### src/hdl/assert_macros.svh
// Assertion macros for the segment intersection RTL.
`ifndef ASSERT_MACROS_SVH
`define ASSERT_MACROS_SVH
`ifndef SYNTHESIS
// Same-cycle implication, clocked on clk, disabled in reset.
`define SIT_ASSERT_IMP(lbl, ante, cons) \
  lbl: assert property (@(posedge clk) disable iff (rst) (ante) |-> (cons)) \
    else $error("segment intersection assertion failed");
// Plain property, clocked on clk, disabled in reset.
`define SIT_ASSERT(lbl, prop) \
  lbl: assert property (@(posedge clk) disable iff (rst) (prop)) \
    else $error("segment intersection assertion failed");
`else
`define SIT_ASSERT_IMP(lbl, ante, cons)
`define SIT_ASSERT(lbl, prop)
`endif
`endif

### src/hdl/sit_pkg.sv
// Types and widths for the segment intersection pipeline.
`default_nettype none
package sit_pkg;
  localparam int C   = 16;          // coordinate width
  localparam int DW  = C + 1;       // coordinate difference
  localparam int PW  = 2 * C + 2;   // product of two differences
  localparam int SW  = 2 * C + 3;   // cross-product sums
  localparam int ADW = 2 * C + 2;   // magnitude of denominator
  localparam int QW  = C + 1;       // quotient bits, one cell each
  localparam int NW  = ADW + QW;    // dividend
  localparam int EW  = C + 3;       // rounding arithmetic

  typedef struct packed {
    logic signed [C-1:0] first_start_x;
    logic signed [C-1:0] first_start_y;
    logic signed [C-1:0] first_end_x;
    logic signed [C-1:0] first_end_y;
    logic signed [C-1:0] second_start_x;
    logic signed [C-1:0] second_start_y;
    logic signed [C-1:0] second_end_x;
    logic signed [C-1:0] second_end_y;
  } sit_in_t;

  typedef struct packed {
    logic                hit;
    logic signed [C-1:0] point_x;
    logic signed [C-1:0] point_y;
  } sit_out_t;

  typedef struct packed {
    logic                valid;
    logic                hit;
    logic [ADW-1:0]      den;
    logic signed [C-1:0] base_x;
    logic signed [C-1:0] base_y;
    logic                neg_x;
    logic                neg_y;
    logic [NW-1:0]       rem_x;
    logic [NW-1:0]       rem_y;
    logic [QW-1:0]       q_x;
    logic [QW-1:0]       q_y;
  } sit_lane_t;
endpackage
`default_nettype wire

### src/hdl/sit_cell.sv
// One restoring-division cell: resolves one quotient bit for x and y.
`default_nettype none
module sit_cell #(
  parameter int SH = 0
) (
  input  wire logic              clk,
  input  wire logic              rst,
  input  wire sit_pkg::sit_lane_t lane_in,
  output sit_pkg::sit_lane_t     lane_out
);
  localparam int NW = sit_pkg::NW;
  localparam int QW = sit_pkg::QW;

  logic [NW-1:0] dsh;
  logic ge_x, ge_y;
  logic [QW-1:0] q_x_next, q_y_next;

  always_comb begin
    dsh  = NW'(lane_in.den) << SH;
    ge_x = lane_in.rem_x >= dsh;
    ge_y = lane_in.rem_y >= dsh;
    q_x_next = lane_in.q_x;
    q_y_next = lane_in.q_y;
    q_x_next[SH] = ge_x;
    q_y_next[SH] = ge_y;
  end

  always_ff @(posedge clk) begin
    if (rst) begin
      lane_out.valid <= 1'b0;
    end else begin
      lane_out.valid <= lane_in.valid;
    end
    lane_out.hit    <= lane_in.hit;
    lane_out.den    <= lane_in.den;
    lane_out.base_x <= lane_in.base_x;
    lane_out.base_y <= lane_in.base_y;
    lane_out.neg_x  <= lane_in.neg_x;
    lane_out.neg_y  <= lane_in.neg_y;
    lane_out.rem_x  <= ge_x ? lane_in.rem_x - dsh : lane_in.rem_x;
    lane_out.rem_y  <= ge_y ? lane_in.rem_y - dsh : lane_in.rem_y;
    lane_out.q_x    <= q_x_next;
    lane_out.q_y    <= q_y_next;
  end
endmodule
`default_nettype wire

### config.mk
export PLATFORM = sky130hd
export DESIGN_NAME = sit_cell
export DESIGN_NICKNAME = d
export VERILOG_FILES = /design/src/hdl/assert_macros.svh /design/src/hdl/sit_pkg.sv /design/src/hdl/sit_cell.sv
export SDC_FILE = /design/constraint.sdc
export NUM_CORES = 1
export LEC_CHECK = 0
export ABC_AREA = 1
export BUFFER_PORTS_ARGS = -buffer_cell sky130_fd_sc_hd__buf_2
export CELL_PAD_IN_SITES_DETAIL_PLACEMENT = 1
export CELL_PAD_IN_SITES_GLOBAL_PLACEMENT = 1
export CORE_AREA = 2 2 204 206
export CTS_CLUSTER_SIZE = 25
export DETAILED_ROUTE_END_ITERATION = 10
export DIE_AREA = 0 0 206 208
export GPL_ROUTABILITY_DRIVEN = 1
export PLACE_DENSITY = 0.8
export SLEW_MARGIN = 20
export SYNTH_ARGS = -nofsm -noshare
export SYNTH_HDL_FRONTEND = slang
export SYNTH_SLANG_ARGS = --single-unit
export TNS_END_PERCENT = 5
### constraint.sdc
create_clock -name clk -period 1.7 [get_ports clk]
set_input_delay 0 -clock clk [delete_from_list [all_inputs] [get_ports clk]]
set_output_delay 0 -clock clk [all_outputs]
set_load 0.01 [all_outputs]
# Word-level counts from Yosys, hierarchy flattened
# Cells that the tools add are included.
# op_classes
add_sub_neg	2
magnitude_cmp	2
mux	2
# ops
operator	n
greater-or-equal comparator 51 x 34 -> 1 bit	2
2-to-1 mux 51 bit	2
subtractor 51 x 34 -> 51 bit	2
# word_totals
regBits	206
output_inout_bits	206
word_cells	17

# Logic depth before layout (Yosys ltp)
# depth
word_depth	2
mapped_depth	17
ltp_nobuf	16

# Least setup slack after synthesis
# No wires, ideal clock.
# synth_timing
path_type	input-to-reg
start	input lane_in[202] in the netlist's numbering
end	register lane_out[50] in the netlist's numbering
setup_time_ns	0.067
t_arrival_ns	1.614
required_ns	1.633
slack_ns	0.019
stages	14
path_cell_list	inv_1 -> ha_1 -> nand2_1 -> nand2_1 -> a21boi_0 -> o21a_1 -> nand2_1 -> nor2_2 -> nand2_4 -> inv_4 -> buf_6 -> buf_6 -> nand2_1 -> o21ai_2
# synth_via
elab_chain_cells	2
# synth_lines
item	line_no	source
from (decl)	sit_cell.sv:8	input wire sit_pkg::sit_lane_t lane_in,
greater-or-equal comparator 51 x 34 -> 1 bit	sit_cell.sv:21	ge_y = lane_in.rem_y >= dsh;
2-to-1 mux 51 bit	sit_cell.sv:41	lane_out.rem_y <= ge_y ? lane_in.rem_y - dsh : lane_in.rem_y;
to (decl)	sit_cell.sv:9	output sit_pkg::sit_lane_t lane_out
# Every way passes these cells.
# A chain may end at the register's enable or synchronous reset.

# Final worst setup path
# layout_timing
start	input lane_in[175] in the netlist's numbering
end	register lane_out[110] in the netlist's numbering
# layout_via
elab_chain_cells	2
elab_cells_between_ends	3
cone_classes	add/sub (1); order compare (1); mux (1)
# layout_lines
item	line_no	source
subtractor 51 x 34 -> 51 bit or greater-or-equal comparator 51 x 34 -> 1 bit (tied branches)	sit_cell.sv:40, sit_cell.sv:20	
2-to-1 mux 51 bit (*)	sit_cell.sv:40	lane_out.rem_x <= ge_x ? lane_in.rem_x - dsh : lane_in.rem_x;
# Every way passes the cells marked *; elsewhere a longest branch is shown, timed or not.

==> impl_metrics.yaml <==
timing:
  period_minus_slack_ns: 1.76
  tightest_slew_ns: 0.350
  setup_tns_ns: -0.493
  fmax_mhz: 567
  post-route-period-util_pct: 104
  rsz0062_at_grt: "true"
  whs_ns: -0.220
  report.final.setup_viol: 23
  hold_violations: 3
  slew_violations: 0
  fin_ws_ns: -0.0624
  slew_headroom_pct: 76.5
logic_synthesis:
  synth_top_area_cell: "dfxtp_1"
  synth.avg_cell_area_um2: 6.22
  yosysWarningCount: 0
  synth_cell_types: 36
  synth.most_common_cell: "nand2_1"
  synth_cells: 2063
  synth_top_area_share_pct: 32.1
  synth_ff_type: "dfxtp_1"
  synth-seq-area-share_pct: 32.1
  synth-seq-cells: 206
  yosys-top-cells-area: "dfxtp_1 (32%), nand2_1 (24%), inv_1 (11%)"
  syn_nets: 2341
  synth-edff-count: 0
  async_flop_share_pct: 0
  synth_area_um2: 12800
  synth_common_cells: "nand2_1 (804), inv_1 (391), dfxtp_1 (206)"
setup_path:
  cp_max_fo: 5
  cp_top_family: "simple AND/OR/NAND/NOR gates"
  crit_path_cell_trace: "buf_2 -> inv_1 -> ha_1 -> nand2_1 -> buf_4 -> nor2_2 -> nand4_1 -> nand3b_1 -> nand2_1 -> nand2_1 -> buf_12 -> nand2_1 -> nand2_1 -> nand2_1 -> nand3_2 -> nand2_1"
  startpoint_type: "primary input"
  crit_required_ns: 2.13
  cp_slowest_cell: "ha_1"
  crit_buf_inv: 4
  setup.worst_path.class: "in -> reg"
  cp_common_cell: "nand2_1"
  critPathArrivalTime_ns: 2.19
  cpPeakStageDelay_ns: 0.36
  crit_path_end_kind: "flop"
final_layout:
  drive_above_1_share_pct: 33.8
  num-nets-final: 3387
  register_area_um2: 4120
  area_growth_pct: 71.9
  largest_reg_flops: 206
  multi_input_area_um2: 7510
  top_regs: "lane_out: 206 flops"
  top_register: "lane_out"
  fill_cells: 5382
route:
  ant_nets: 0
  dr.pass1.iters: 5
  post-route-drc-count: 0
  routed_wl_um: 80600
  drtIter0Drc: 949
  detailroute.via_count: 18000
  wl_per_cell_um: 22.0
  vias_per_cell: 4.92
hold_path:
  hold_class: "in -> reg"
die:
  pin_count: 414
  die_w_um: 206
  rows: 74
  die_h_um: 208
  start_util_pct: 31.6
  core_area_um2: 40600
  die_area_um2: 42800
power_and_ir_drop:
  seqPwrFrac_pct: 32.8
  p_total_uw: 17100
  p_int_uw: 11100
  pwr-share-clk_pct: 31.5
  netSwitchingFraction_pct: 34.9
  power_leakage_uw: 0.0119
  p_switching_uw: 5960
  power.density_nw_per_um2: 774
  vdd_ir_drop_max_mv: 0.698
  comb_power_share_pct: 35.7
clocking:
  cts_buffers: 24
  cts_tree: "yes"
  htreeDepth: 1
  ctsLongestPathBuffers: 3
  clkTransAtPathRegs_ns: 0.07
  cts.sinks: 206
  root_buffer: "clkbuf_16"
placed_design:
  gp_congestion: 0.919
  numPortBuffers: 411
  dp_slack_ns: -0.723
  hpwl_um: 55200
global_routing:
  grt_pass1_vias: 19500
  grt_usage_pct: 34.6
  grt_max_degree: 32
  grt_overflow_total: 0
  antenna_found_initial: 6
  grt_pass1_wl_um: 113000
outcome:
  outcome: "complete, but fails checks"
  violations: "negative hold slack, negative setup slack"
job:
  drv_cap: 0
kinds of logic (layout without fill, tap and decap cells):
group / after synthesis / count (layout) / synth area share (%)
buffers and inverters: 418 / 1477 / 12.8
adders and majority gates: 70 / 70 / 6.94
DFF: 206 / 206 / 32.1
and+or+nand+nor: 1199 / 1199 / 38.7
xor gates and xnor gates: 47 / 47 / 3.21
other: 0 / 5 / 0
AOI/OAI and AO/OA: 123 / 123 / 6.22
cell usage in the layout (no fill, tap or decap), drive strengths merged, types with 3 or more instances in the layout:
cell,synthesis,final
diode,0,5
ha,68,68
dfxtp,206,206
nand2,811,811
nor2,195,195
inv,398,397
o21a,3,3
nand4,46,46
clkbuf,2,32
clkinvlp,0,4
nand3,99,99
o21bai,3,3
clkinv,4,10
and2,3,3
xor2,13,13
o21ai,51,51
a21oi,65,65
nand3b,14,14
dlygate4sd3,0,204
nor3,23,23
xnor2,34,34
or2,7,7
buf,14,828
routing by layer:
layer  share of wire, %  track usage, %
met5                  0               0
met4                7.8            22.2
met3                5.7            4.46
met2                 49            63.4
met1                 37            36.8
power groups by stage:
stage          logic [µW]  clock network [µW]  registers, µW
2_1_floorplan        1940                   0           5890
3_3_place_gp         5000                   0           5630
4_1_cts              5580                5230           5540
5_1_grt              6480                5580           5630
6_report             6090                5370           5610
3_5_place_dp         5160                   0           5640
metrics by stage:
step,hold slack [ns],util [%],cells,instance area [µm²]
after floorplan,0.0277,-,2063,12800
after global placement,0.102,45.9,3401,18600
after detailed placement,0.104,45.9,3401,18600
after CTS,-0.334,52.9,3640,21400
after global routing,-0.208,54.4,3659,22100
final,-0.220,54.4,3659,22100
tightest hold or removal path, stage by stage:
cell and delay [ns]:
buf_2 0.13, nand2_1 0.10, nand2_1 0.07
final timing paths:
path | startpoint | to | slack [ns] | cells past startpoint
setup / recovery | lane_in[175] | lane_out[110]$_DFF_P_ | -0.06 | 16
hold / removal | lane_in[35] | lane_out[35]$_DFF_P_ | -0.22 | 3
area by class of cell:
| cell class | count | area share [%] |
|---|---|---|
| antenna | 5 | 0.0567 |
| clock buffer | 29 | 3.00 |
| clock inverter | 10 | 0.505 |
| inverter | 402 | 6.95 |
| multi-input combinational | 1439 | 34.1 |
| sequential | 206 | 18.7 |
| tap | 532 | 3.02 |
| timing repair buffer | 1035 | 33.7 |
| timing repair inverter | 1 | 0.0397 |
what timing repair did:
action,in CTS,in global routing
pin swaps,0,12
hold buffers,200,4
resized for setup,8,118
hold endpoints to repair,204,5
setup endpoints to repair,49,102
gates cloned,0,4
setup buffers,0,6
(Power assumes the default switching activity.)
