### config.mk
export PLATFORM = sky130hd
export DESIGN_NAME = sit_round
export DESIGN_NICKNAME = d
export VERILOG_FILES = /design/src/hdl/assert_macros.svh /design/src/hdl/sit_pkg.sv /design/src/hdl/sit_round.sv
export SDC_FILE = /design/constraint.sdc
export NUM_CORES = 1
export LEC_CHECK = 0
export BUFFER_PORTS_ARGS = -buffer_cell sky130_fd_sc_hd__clkbuf_2
export CORE_ASPECT_RATIO = 1.75
export CORE_MARGIN = 2
export CORE_UTILIZATION = 30
export DETAILED_ROUTE_END_ITERATION = 7
export MAX_ROUTING_LAYER = met4
export PLACE_DENSITY = 0.55
export SLEW_MARGIN = 20
export SYNTH_ARGS = -nofsm -noshare
export SYNTH_HDL_FRONTEND = slang
export SYNTH_SLANG_ARGS = --single-unit
### constraint.sdc
create_clock -name clk -period 11.4 [get_ports clk]
set_input_delay 1.14 -clock clk [delete_from_list [all_inputs] [get_ports clk]]
set_output_delay 1.14 -clock clk [all_outputs]
set_load 0.05 [all_outputs]
### src/hdl/assert_macros.svh
// Assertion macros for the segment intersection RTL.
`ifndef ASSERT_MACROS_SVH
`define ASSERT_MACROS_SVH
`ifndef SYNTHESIS
// Same-cycle implication, clocked on clk, disabled in reset.
`define SIT_ASSERT_IMP(lbl, ante, cons) \
  lbl: assert property (@(posedge clk) disable iff (rst) (ante) |-> (cons)) \
    else $error("segment intersection assertion failed");
// Plain property, clocked on clk, disabled in reset.
`define SIT_ASSERT(lbl, prop) \
  lbl: assert property (@(posedge clk) disable iff (rst) (prop)) \
    else $error("segment intersection assertion failed");
`else
`define SIT_ASSERT_IMP(lbl, ante, cons)
`define SIT_ASSERT(lbl, prop)
`endif
`endif

### src/hdl/sit_pkg.sv
// Types and widths for the segment intersection pipeline.
`default_nettype none
package sit_pkg;
  localparam int C   = 16;          // coordinate width
  localparam int DW  = C + 1;       // coordinate difference
  localparam int PW  = 2 * C + 2;   // product of two differences
  localparam int SW  = 2 * C + 3;   // cross-product sums
  localparam int ADW = 2 * C + 2;   // magnitude of denominator
  localparam int QW  = C + 1;       // quotient bits, one cell each
  localparam int NW  = ADW + QW;    // dividend
  localparam int EW  = C + 3;       // rounding arithmetic

  typedef struct packed {
    logic signed [C-1:0] first_start_x;
    logic signed [C-1:0] first_start_y;
    logic signed [C-1:0] first_end_x;
    logic signed [C-1:0] first_end_y;
    logic signed [C-1:0] second_start_x;
    logic signed [C-1:0] second_start_y;
    logic signed [C-1:0] second_end_x;
    logic signed [C-1:0] second_end_y;
  } sit_in_t;

  typedef struct packed {
    logic                hit;
    logic signed [C-1:0] point_x;
    logic signed [C-1:0] point_y;
  } sit_out_t;

  typedef struct packed {
    logic                valid;
    logic                hit;
    logic [ADW-1:0]      den;
    logic signed [C-1:0] base_x;
    logic signed [C-1:0] base_y;
    logic                neg_x;
    logic                neg_y;
    logic [NW-1:0]       rem_x;
    logic [NW-1:0]       rem_y;
    logic [QW-1:0]       q_x;
    logic [QW-1:0]       q_y;
  } sit_lane_t;
endpackage
`default_nettype wire

### src/hdl/sit_round.sv
// Output stage: rounds base +/- quotient, ties away from zero.
`default_nettype none
module sit_round (
  input  wire logic              clk,
  input  wire logic              rst,
  input  wire sit_pkg::sit_lane_t lane,
  output logic                   done,
  output sit_pkg::sit_out_t      result
);
  localparam int C   = sit_pkg::C;
  localparam int ADW = sit_pkg::ADW;
  localparam int EW  = sit_pkg::EW;

  function automatic logic signed [C-1:0] fix(
    input logic signed [C-1:0] base,
    input logic [sit_pkg::QW-1:0] q,
    input logic [ADW-1:0] r,
    input logic [ADW-1:0] den,
    input logic neg
  );
    logic [ADW:0] twice;
    logic gt, eq;
    logic signed [EW-1:0] s;
    logic adj;
    twice = {r, 1'b0};
    gt = twice > {1'b0, den};
    eq = twice == {1'b0, den};
    if (!neg) begin
      s = EW'(base) + signed'(EW'(q));
      adj = gt | (eq & !s[EW-1]);
      fix = C'(s + EW'(adj));
    end else begin
      s = EW'(base) - signed'(EW'(q));
      // exact half below zero (or at zero) goes further down
      adj = gt | (eq & (s[EW-1] | (s == '0)));
      fix = C'(s - EW'(adj));
    end
  endfunction

  always_ff @(posedge clk) begin
    if (rst) begin
      done <= 1'b0;
    end else begin
      done <= lane.valid;
    end
    result.hit <= lane.hit;
    result.point_x <= lane.hit ?
      fix(lane.base_x, lane.q_x, lane.rem_x[ADW-1:0], lane.den, lane.neg_x) : '0;
    result.point_y <= lane.hit ?
      fix(lane.base_y, lane.q_y, lane.rem_y[ADW-1:0], lane.den, lane.neg_y) : '0;
  end
endmodule
`default_nettype wire

* Word-level counts from Yosys, hierarchy flattened
Index checks and enable logic that the tools add are counted.
** Word-level totals
- Register bits :: 34
- Bits in latches :: 0
- Bits in writable memories :: 0
- ROM bits :: 0
- Word-level logic and storage cells :: 32
- Memories kept :: 0
** Operators by class
- $add $sub $neg :: 8
- $mul :: 0
- Divide/modulo/power cells :: 0
- Magnitude comparators :: 2
- Eq/ne operators :: 2
- Shifts and indexed selects :: 0
- Multiplexer cells :: 2
- Bitwise operators :: 10
- Reduce and logical (&&, ||, !) cells :: 4
** Operators by type and width (count)
- == test 35 x 34 -> 1 bit :: 2
- > comparator 35 x 34 -> 1 bit :: 2
- adder 16 x 18 -> 19 bit :: 2
- logical NOT 19 bit :: 2
- subtractor 16 x 18 -> 19 bit :: 2
- adder 16 x 1 -> 16 bit :: 2
- 2-to-1 mux 16 bit :: 2
- subtractor 16 x 1 -> 16 bit :: 2
- OR 1 bit :: 6
- bitwise AND 1 bit :: 4
- logical NOT 1 bit :: 2

* Longest topological paths before layout
Gate-level depths: netlist (run 1).
- Word-level depth :: 7
- Depth in mapped cells :: 22
- Gate-level depth less buffers :: 21

* Worst setup path before layout (run 1)
Ideal clock, no wire load.
- Path type :: input to register
- Start point :: in lane[21] in the netlist's numbering
- End point :: reg result[26] in the netlist's numbering
- Data arrival time :: 5.414 ns
- Data required time :: 11.314 ns
- Setup slack :: 5.900 ns
- Stages on the path :: 20
- Path buffers :: 2
- Cell sequence :: inv_1 > ha_1 > clkbuf_2 > a2111o_1 > a311o_1 > a21oi_1 > a21oi_1 > or3_1 > a31oi_1 > xnor2_1 > a41oi_1 > ha_1 > ha_1 > nand2_1 > or4_1 > clkbuf_1 > or4_1 > xor2_1 > nor2_1 > a211oi_1
** On the way
- Cells in the longest elaborated chain, start to end :: 7
- Elaborated cells on any way between the ends :: 12
** RTL lines
- start: declaration :: RTL line sit_round.sv:6 : input wire sit_pkg::sit_lane_t lane,
- subtractor 16 x 18 -> 19 bit :: RTL line sit_round.sv:33 : s = EW'(base) - signed'(EW'(q));
- logical NOT 19 bit :: RTL line sit_round.sv:35 : adj = gt | (eq & (s[EW-1] | (s == '0)));
- OR 1 bit :: RTL line sit_round.sv:35
- bitwise AND 1 bit :: RTL line sit_round.sv:35
- OR 1 bit :: RTL line sit_round.sv:35
- subtractor 16 x 1 -> 16 bit :: RTL line sit_round.sv:36 : fix = C'(s - EW'(adj));
- 2-to-1 mux 16 bit * :: RTL line sit_round.sv:28 : if (!neg) begin
- end: declaration :: RTL line sit_round.sv:8 : output sit_pkg::sit_out_t result
Every way passes the cells marked *; elsewhere a longest branch is shown, timed or not.
A chain may end at the register's enable or synchronous reset.

* Final worst setup path (run 1)
- Start point :: in lane[154] in the netlist's numbering
- End point :: reg result[30] in the netlist's numbering
Same word-level chain as after synthesis.

==> results of run 1 <==
critical path, stage by stage:
cell	delay [ns]
clkbuf_2	0.09
inv_1	0.05
ha_1	0.15
inv_1	0.05
fa_1	0.47
a211oi_1	0.52
o21ai_0	0.27
a221o_1	0.43
a21o_1	0.21
a2111oi_0	0.43
nor3_1	0.16
xor2_1	0.16
nand4_1	0.10
a21oi_1	0.32
ha_1	0.24
ha_1	0.19
nand2_1	0.08
nor4_1	0.67
nor4b_1	0.38
xnor2_1	0.16
nand2_1	0.07
o311a_1	0.16
cell type report:
cell class / count / area, sq um / area share [%]
well taps: 312 / 390.4 / 4.330
diodes: 1 / 2.502 / 0.02776
multi-input cells: 837 / 6345 / 70.38
flip-flops and latches: 34 / 680.7 / 7.550
clock inverters: 1 / 5.005 / 0.05552
repair buffers: 207 / 1036 / 11.49
inverters: 110 / 412.9 / 4.580
clock buffers: 7 / 142.6 / 1.582
kinds of logic (layout without fill, tap and decap cells):
logic type	count (synthesis)	count (layout)	synth area share (%)
xor+xnor	91	91	10.53
mux	4	4	0.5292
compound gates	279	279	24.97
simple gates	313	313	22.62
fa+ha+maj	150	150	25.20
other cells	0	1	0
flops	34	34	8.996
buf+inv	142	325	7.144
metrics by stage:
stage | setup slack (ns) | hold slack (ns) | instance area [sq um] | total power [uW] | instances
floorplan | 5.900 | 1.168 | 7566 | 503.8 | 1013
global placement | 4.699 | 1.296 | 8865 | 633.9 | 1500
detailed placement | 4.679 | 1.302 | 8865 | 637.4 | 1500
CTS | 4.983 | 0.9905 | 9012 | 786.2 | 1508
global route | 4.388 | 1.002 | 9015 | 842.9 | 1509
finish | 5.066 | 1.002 | 9015 | 778.8 | 1509
registers in the layout (all words and copies together), names as in the netlist:
signal	cells
done	1
result	33
layout by cell type, fill, tap and decap left out, types with 4 or more instances in the layout:
master | Yosys | final
xnor2_1 | 64 | 64
a311oi_1 | 4 | 4
clkbuf_2 | 1 | 207
nand3_1 | 24 | 24
a21oi_1 | 75 | 75
o211a_1 | 10 | 10
clkbuf_16 | 0 | 5
nor4_1 | 21 | 21
and2_1 | 6 | 6
nand2_1 | 40 | 40
nor3b_1 | 8 | 8
a211oi_1 | 24 | 24
a21o_1 | 28 | 28
o31ai_1 | 8 | 8
dfxtp_1 | 34 | 34
fa_1 | 4 | 4
or2_2 | 5 | 5
o2111ai_1 | 4 | 4
nand2b_1 | 18 | 18
mux2i_1 | 4 | 4
ha_1 | 146 | 146
nand4_1 | 16 | 16
o21ai_0 | 45 | 45
a31oi_1 | 7 | 7
a221oi_1 | 7 | 7
o21bai_1 | 11 | 11
or4_1 | 6 | 6
o21a_1 | 13 | 13
nor3_1 | 32 | 32
nand3b_1 | 7 | 7
xor2_1 | 27 | 27
or3_1 | 13 | 13
nor2b_1 | 23 | 23
inv_1 | 109 | 109
and3_1 | 6 | 6
o31a_1 | 4 | 4
nor2_1 | 69 | 69
o211ai_1 | 5 | 5
metal layers:
| layer | track usage, % | up-vias | wire (microns) |
|---|---|---|---|
| li1 | - | 4040 | - |
| met1 | 18.12 | 3553 | 8995 |
| met2 | 37.25 | 166 | 13990 |
| met3 | 1.383 | 44 | 646 |
| met4 | 6.292 | 0 | 826 |
| met5 | - | - | 0 |
power by group:
| part | switching (uW) | internal (uW) | leakage [uW] |
|---|---|---|---|
| clock network | 57.2 | 86.8 | 0.0000739 |
| registers | 5.11 | 136 | 0.000284 |
| logic | 306 | 188 | 0.00407 |
how the worst max path moves through the flow:
stage / from / to / slack [ns] / cells past startpoint
CTS: lane[19] / result[26]$_SDFF_PN0_ / 4.98 / 20
floorplan: lane[21] / result[26]$_SDFF_PN0_ / 5.90 / 20
global placement: lane[154] / result[26]$_SDFF_PN0_ / 4.70 / 22
finish: lane[154] / result[30]$_SDFF_PN0_ / 5.07 / 22
global route: lane[154] / result[26]$_SDFF_PN0_ / 4.39 / 22
detailed placement: lane[19] / result[26]$_SDFF_PN0_ / 4.68 / 20
==> run_results.csv, run 1 <==
group,metric,value,unit
synthesis,synth_sequential_area_ratio,8.996,%
cts,cts_tree,"done",
run,max_cap_viol_count,0,
power,leakagePower,0.004433,uW
cts,cts-resized-gates,0,
global_routing,grt_use_total,18.70,%
synthesis,yosys.area.top_type_share,24.14,%
timing,min_period,6.334,ns
timing,drv_slew,0,
synthesis,ys_warn_count,0,
power,powerDensity,86.39,nW/um^2
synthesis,synth_edf_count,0,
status,status,"finished clean",
synthesis,synth_commonest_cells,"ha_1, inv_1, a21oi_1",
worst_setup_path,crit_type,"primary input to flip-flop",
layout,finalNetCount,1553,
timing,finalSetupViolCount,0,
worst_setup_path,cp_data_required_time,11.57,ns
synthesis,synth_area_leaders,"ha_1, dfxtp_1, xnor2_1, inv_1, a21oi_1",
layout,drive_gt1_share,18.98,%
timing,setup-tns-final,0,ns
min_path,min_path_cells,2,
synthesis,synth.ff_latch_count,34,
timing,hold_viol,0,
worst_setup_path,end_kind,"flip-flop",
synthesis,synth_most_common_cell,"ha_1",
timing,finalCritPeriodShare,55.56,%
die,start_util,30.60,%
synthesis,ys_types,68,
synthesis,syn-instance-count,1013,
drt,drtAntennaViolNets,0,
worst_setup_path,crit_arrival,6.51,ns
die,die_area,26560,sq um
synthesis,synthFlopType,"dfxtp_1",
synthesis,synth.avg_cell_area,7.469,sq um
drt,drt_first_pass_iters,5,
synthesis,async_flop_share,0,%
timing,fmax,157.9,MHz
drt,drt_iter0_markers,340,
timing,rsz0062_at_grt,"false",
cts,post_cts_buffers,0,
die,die_x,124.0,microns
global_routing,overflow,0,
min_path,worstHoldStart,"rst",
die,rows,76,
global_routing,grt_pass1_vias,7818,
die,ios,242,
power,vdd_drop_max,0.04857,mV
drt,vias,7803,
cts,clkTransAtPathRegs,0.06,ns
layout,area_growth,19.15,%
drt,drc_errors,0,
cts,holdBufCountCts,0,
min_path,min_delay_worst_endpoint,"done$_SDFF_PP0_",
synthesis,synth_area_leader_cell,"ha_1",
worst_setup_path,cp-start-kind,"primary input",
timing,slew_headroom,41.62,%
global_routing,grt_max_degree,32,
global_routing,antenna_found_initial,1,
drt,postRouteWirelength,24460,microns
die,die_h,214.1,microns
cts,clock-sinks,34,
drt,drt-vias-per-instance,5.171,
cts,htree_num_levels,2,
synthesis,synth_nets,1371,
layout,utilization,36.46,%
layout,nFillCells,2687,
drt,post_drt_wl_per_cell,16.21,microns
placed_design,gp_congestion,0.9125,
synthesis,syn-cell-area,7566,sq um
global_routing,grt_pass1_wl,38140,microns
die,core-area,24720,sq um
placed_design,io_buffers,207,
timing,worst_slew_pin_slew,0.8677,ns
min_path,hold_class,"primary input to flip-flop",
cts,root_buffer,"clkbuf_16",
placed_design,dp_hpwl,21420,microns
worst_setup_path,crit_fanout,4,
cts,cts_buffers,5,
cts,cts_max_path_buffers,2,
Power figures use the tool's default switching activity.
==> inputs of run 2 (changes only) <==
- PLACE_DENSITY: 0.55 -> 0.57
- clock period: 11.4 -> 5.2 ns (I/O delays scaled with it)
==> run 2 against run 1 <==
  * Design area rose by 10%
  * Sequential share of layout area decreased by 0.69 points
  * Critical path depth decreased by 2
  * Worst hold slack got worse by 0.62 ns
  * Count of clock-buffer cells in the layout unchanged
  * Via count rose by 6.8%
  * Global-route usage grew 0.99 points
  * Largest cell class unchanged
==> run_results.csv, run 2 (synthesis results as in run 1) <==
group,metric,value,unit
drt,vias,8330,
cts,clkTransAtPathRegs,0.06,ns
drt,postRouteWirelength,26020,microns
die,start_util,30.60,%
layout,nFillCells,2664,
die,die_area,26560,sq um
worst_setup_path,cpPeakStageDelay,0.42,ns
drt,post_drt_wl_per_cell,16.02,microns
power,leakagePower,0.005005,uW
run,max_cap_viol_count,0,
worst_setup_path,cp_data_required_time,5.38,ns
worst_setup_path,crit_cells,20,
drt,drt-vias-per-instance,5.129,
power,powerDensity,185.4,nW/um^2
min_path,worstHoldStart,"rst",
worst_setup_path,crit_fanout,3,
layout,largest_reg_flops,33,
cts,cts_buffers,5,
placed_design,dp_hpwl,22910,microns
timing,finalSetupViolCount,0,
layout,area_growth,31.16,%
min_path,hold_class,"primary input to flip-flop",
drt,drt_iter0_markers,272,
status,status,"finished clean",
timing,rsz0062_at_grt,"false",
worst_setup_path,cpMaxStageDelayCell,"nor4_1",
timing,hold_slack,0.3812,ns
drt,drc_errors,0,
timing,hold_viol,0,
worst_setup_path,cpMostUsedCell,"ha_1",
die,core-area,24720,sq um
worst_setup_path,crit_family,"compound AO/OA/AOI/OAI gates",
min_path,min_path_cells,2,
layout,utilization,40.14,%
drt,drtAntennaViolNets,0,
global_routing,antenna_found_initial,1,
worst_setup_path,cp.buffers_inverters,1,
layout,final_cell_mix,"clkbuf_2, ha_1, buf_4, inv_1, a21oi_1",
global_routing,grt_pass1_wl,39950,microns
die,die_x,124.0,microns
die,die_h,214.1,microns
layout,final_common_cell,"clkbuf_2",
global_routing,grt_max_degree,32,
worst_setup_path,crit_type,"primary input to flip-flop",
cts,cts_tree,"done",
timing,min_period,4.946,ns
layout,reg.largest.list,"result: 33 flops, done: 1 flops",
placed_design,gp_congestion,0.9470,
die,rows,76,
placed_design,placedCellCount,1614,
layout,stdcell_count,1624,
placed_design,io_buffers,207,
worst_setup_path,end_kind,"flip-flop",
worst_setup_path,timing.critical_path.from,"lane[0]",
timing,drv_slew,0,
timing,worst_slew_pin_slew,0.6732,ns
cts,root_buffer,"clkbuf_16",
timing,slew_headroom,54.84,%
timing,fmax,202.2,MHz
power,vdd_drop_max,0.1134,mV
die,ios,242,
worst_setup_path,cp-start-kind,"primary input",
layout,finalNetCount,1668,
cts,cts_max_path_buffers,2,
layout,drive_gt1_share,26.70,%
global_routing,grt_use_total,19.69,%
global_routing,overflow,0,
cts,htree_num_levels,2,
timing,finalCritPeriodShare,95.12,%
drt,drt_first_pass_iters,4,
cts,clock-sinks,34,
worst_setup_path,crit_arrival,5.12,ns
worst_setup_path,path_cells,"clkbuf_2 -> ha_1 -> fa_1 -> nor2b_1 -> o21ai_0 -> a31oi_1 -> a21oi_1 -> a21boi_0 -> a21o_1 -> a311o_1 -> xnor2_1 -> a21oi_1 -> ha_1 -> ha_1 -> nand2_1 -> nor4_1 -> nand2_1 -> nor4_2 -> xnor2_1 -> a211oi_1",
global_routing,grt_pass1_vias,8369,
power,power,1840,uW
layout,top_register,"result",
==> run 2: cell count changes in the layout (fill, tap and decap cells not counted), sizes merged <==
cell  before  now
buf        0  115
==> run 2: metal layers <==
layer | track usage, % | up-vias | wire [microns]
met5 | - | - | 0
met4 | 8.539 | 0 | 1232
met3 | 1.277 | 74 | 639
met2 | 39.71 | 184 | 15070
met1 | 17.93 | 3804 | 9076
li1 | - | 4268 | -
==> run 2: power breakdown <==
group | leakage, uW | internal (uW) | switching, uW
Sequential | 0.000284 | 297 | 12.4
Combinational | 0.00465 | 506 | 704
Clock | 0.0000739 | 191 | 130
Total | 0.00500 | 994 | 846
==> run 2: layout make-up <==
cell class	count	area, sq um	share of cell area, %
tap	312	390.4	3.934
timing repair buffer	322	1899	19.14
inverter	110	412.9	4.161
sequential	34	680.7	6.859
antenna	1	2.502	0.02522
multi-input combinational	837	6390	64.39
clock inverter	1	5.005	0.05043
clock buffer	7	142.6	1.437
==> run 2: worst paths after layout <==
check / end / slack [ns]
max: result[14]$_SDFF_PN0_ / 0.25
min: done$_SDFF_PP0_ / 0.38
==> run 2: timing repair <==
item / in CTS / in global routing
buffers inserted: 0 / 1
endpoints found under the hold margin: 0 / 0
setup endpoints to repair: 0 / 11
hold buffers: 0 / 0
gates resized for setup: 0 / 11
==> run 2: stage by stage <==
step / TNS [ns] / area, sq um / setup WS [ns]
CTS: 0 / 9868 / 0.1270
finish: 0 / 9923 / 0.2537
detailed placement: -0.7617 / 9721 / -0.1516
global placement: -0.7204 / 9721 / -0.2126
floorplan: 0 / 7566 / 0.3200
global route: 0 / 9923 / 0.004545
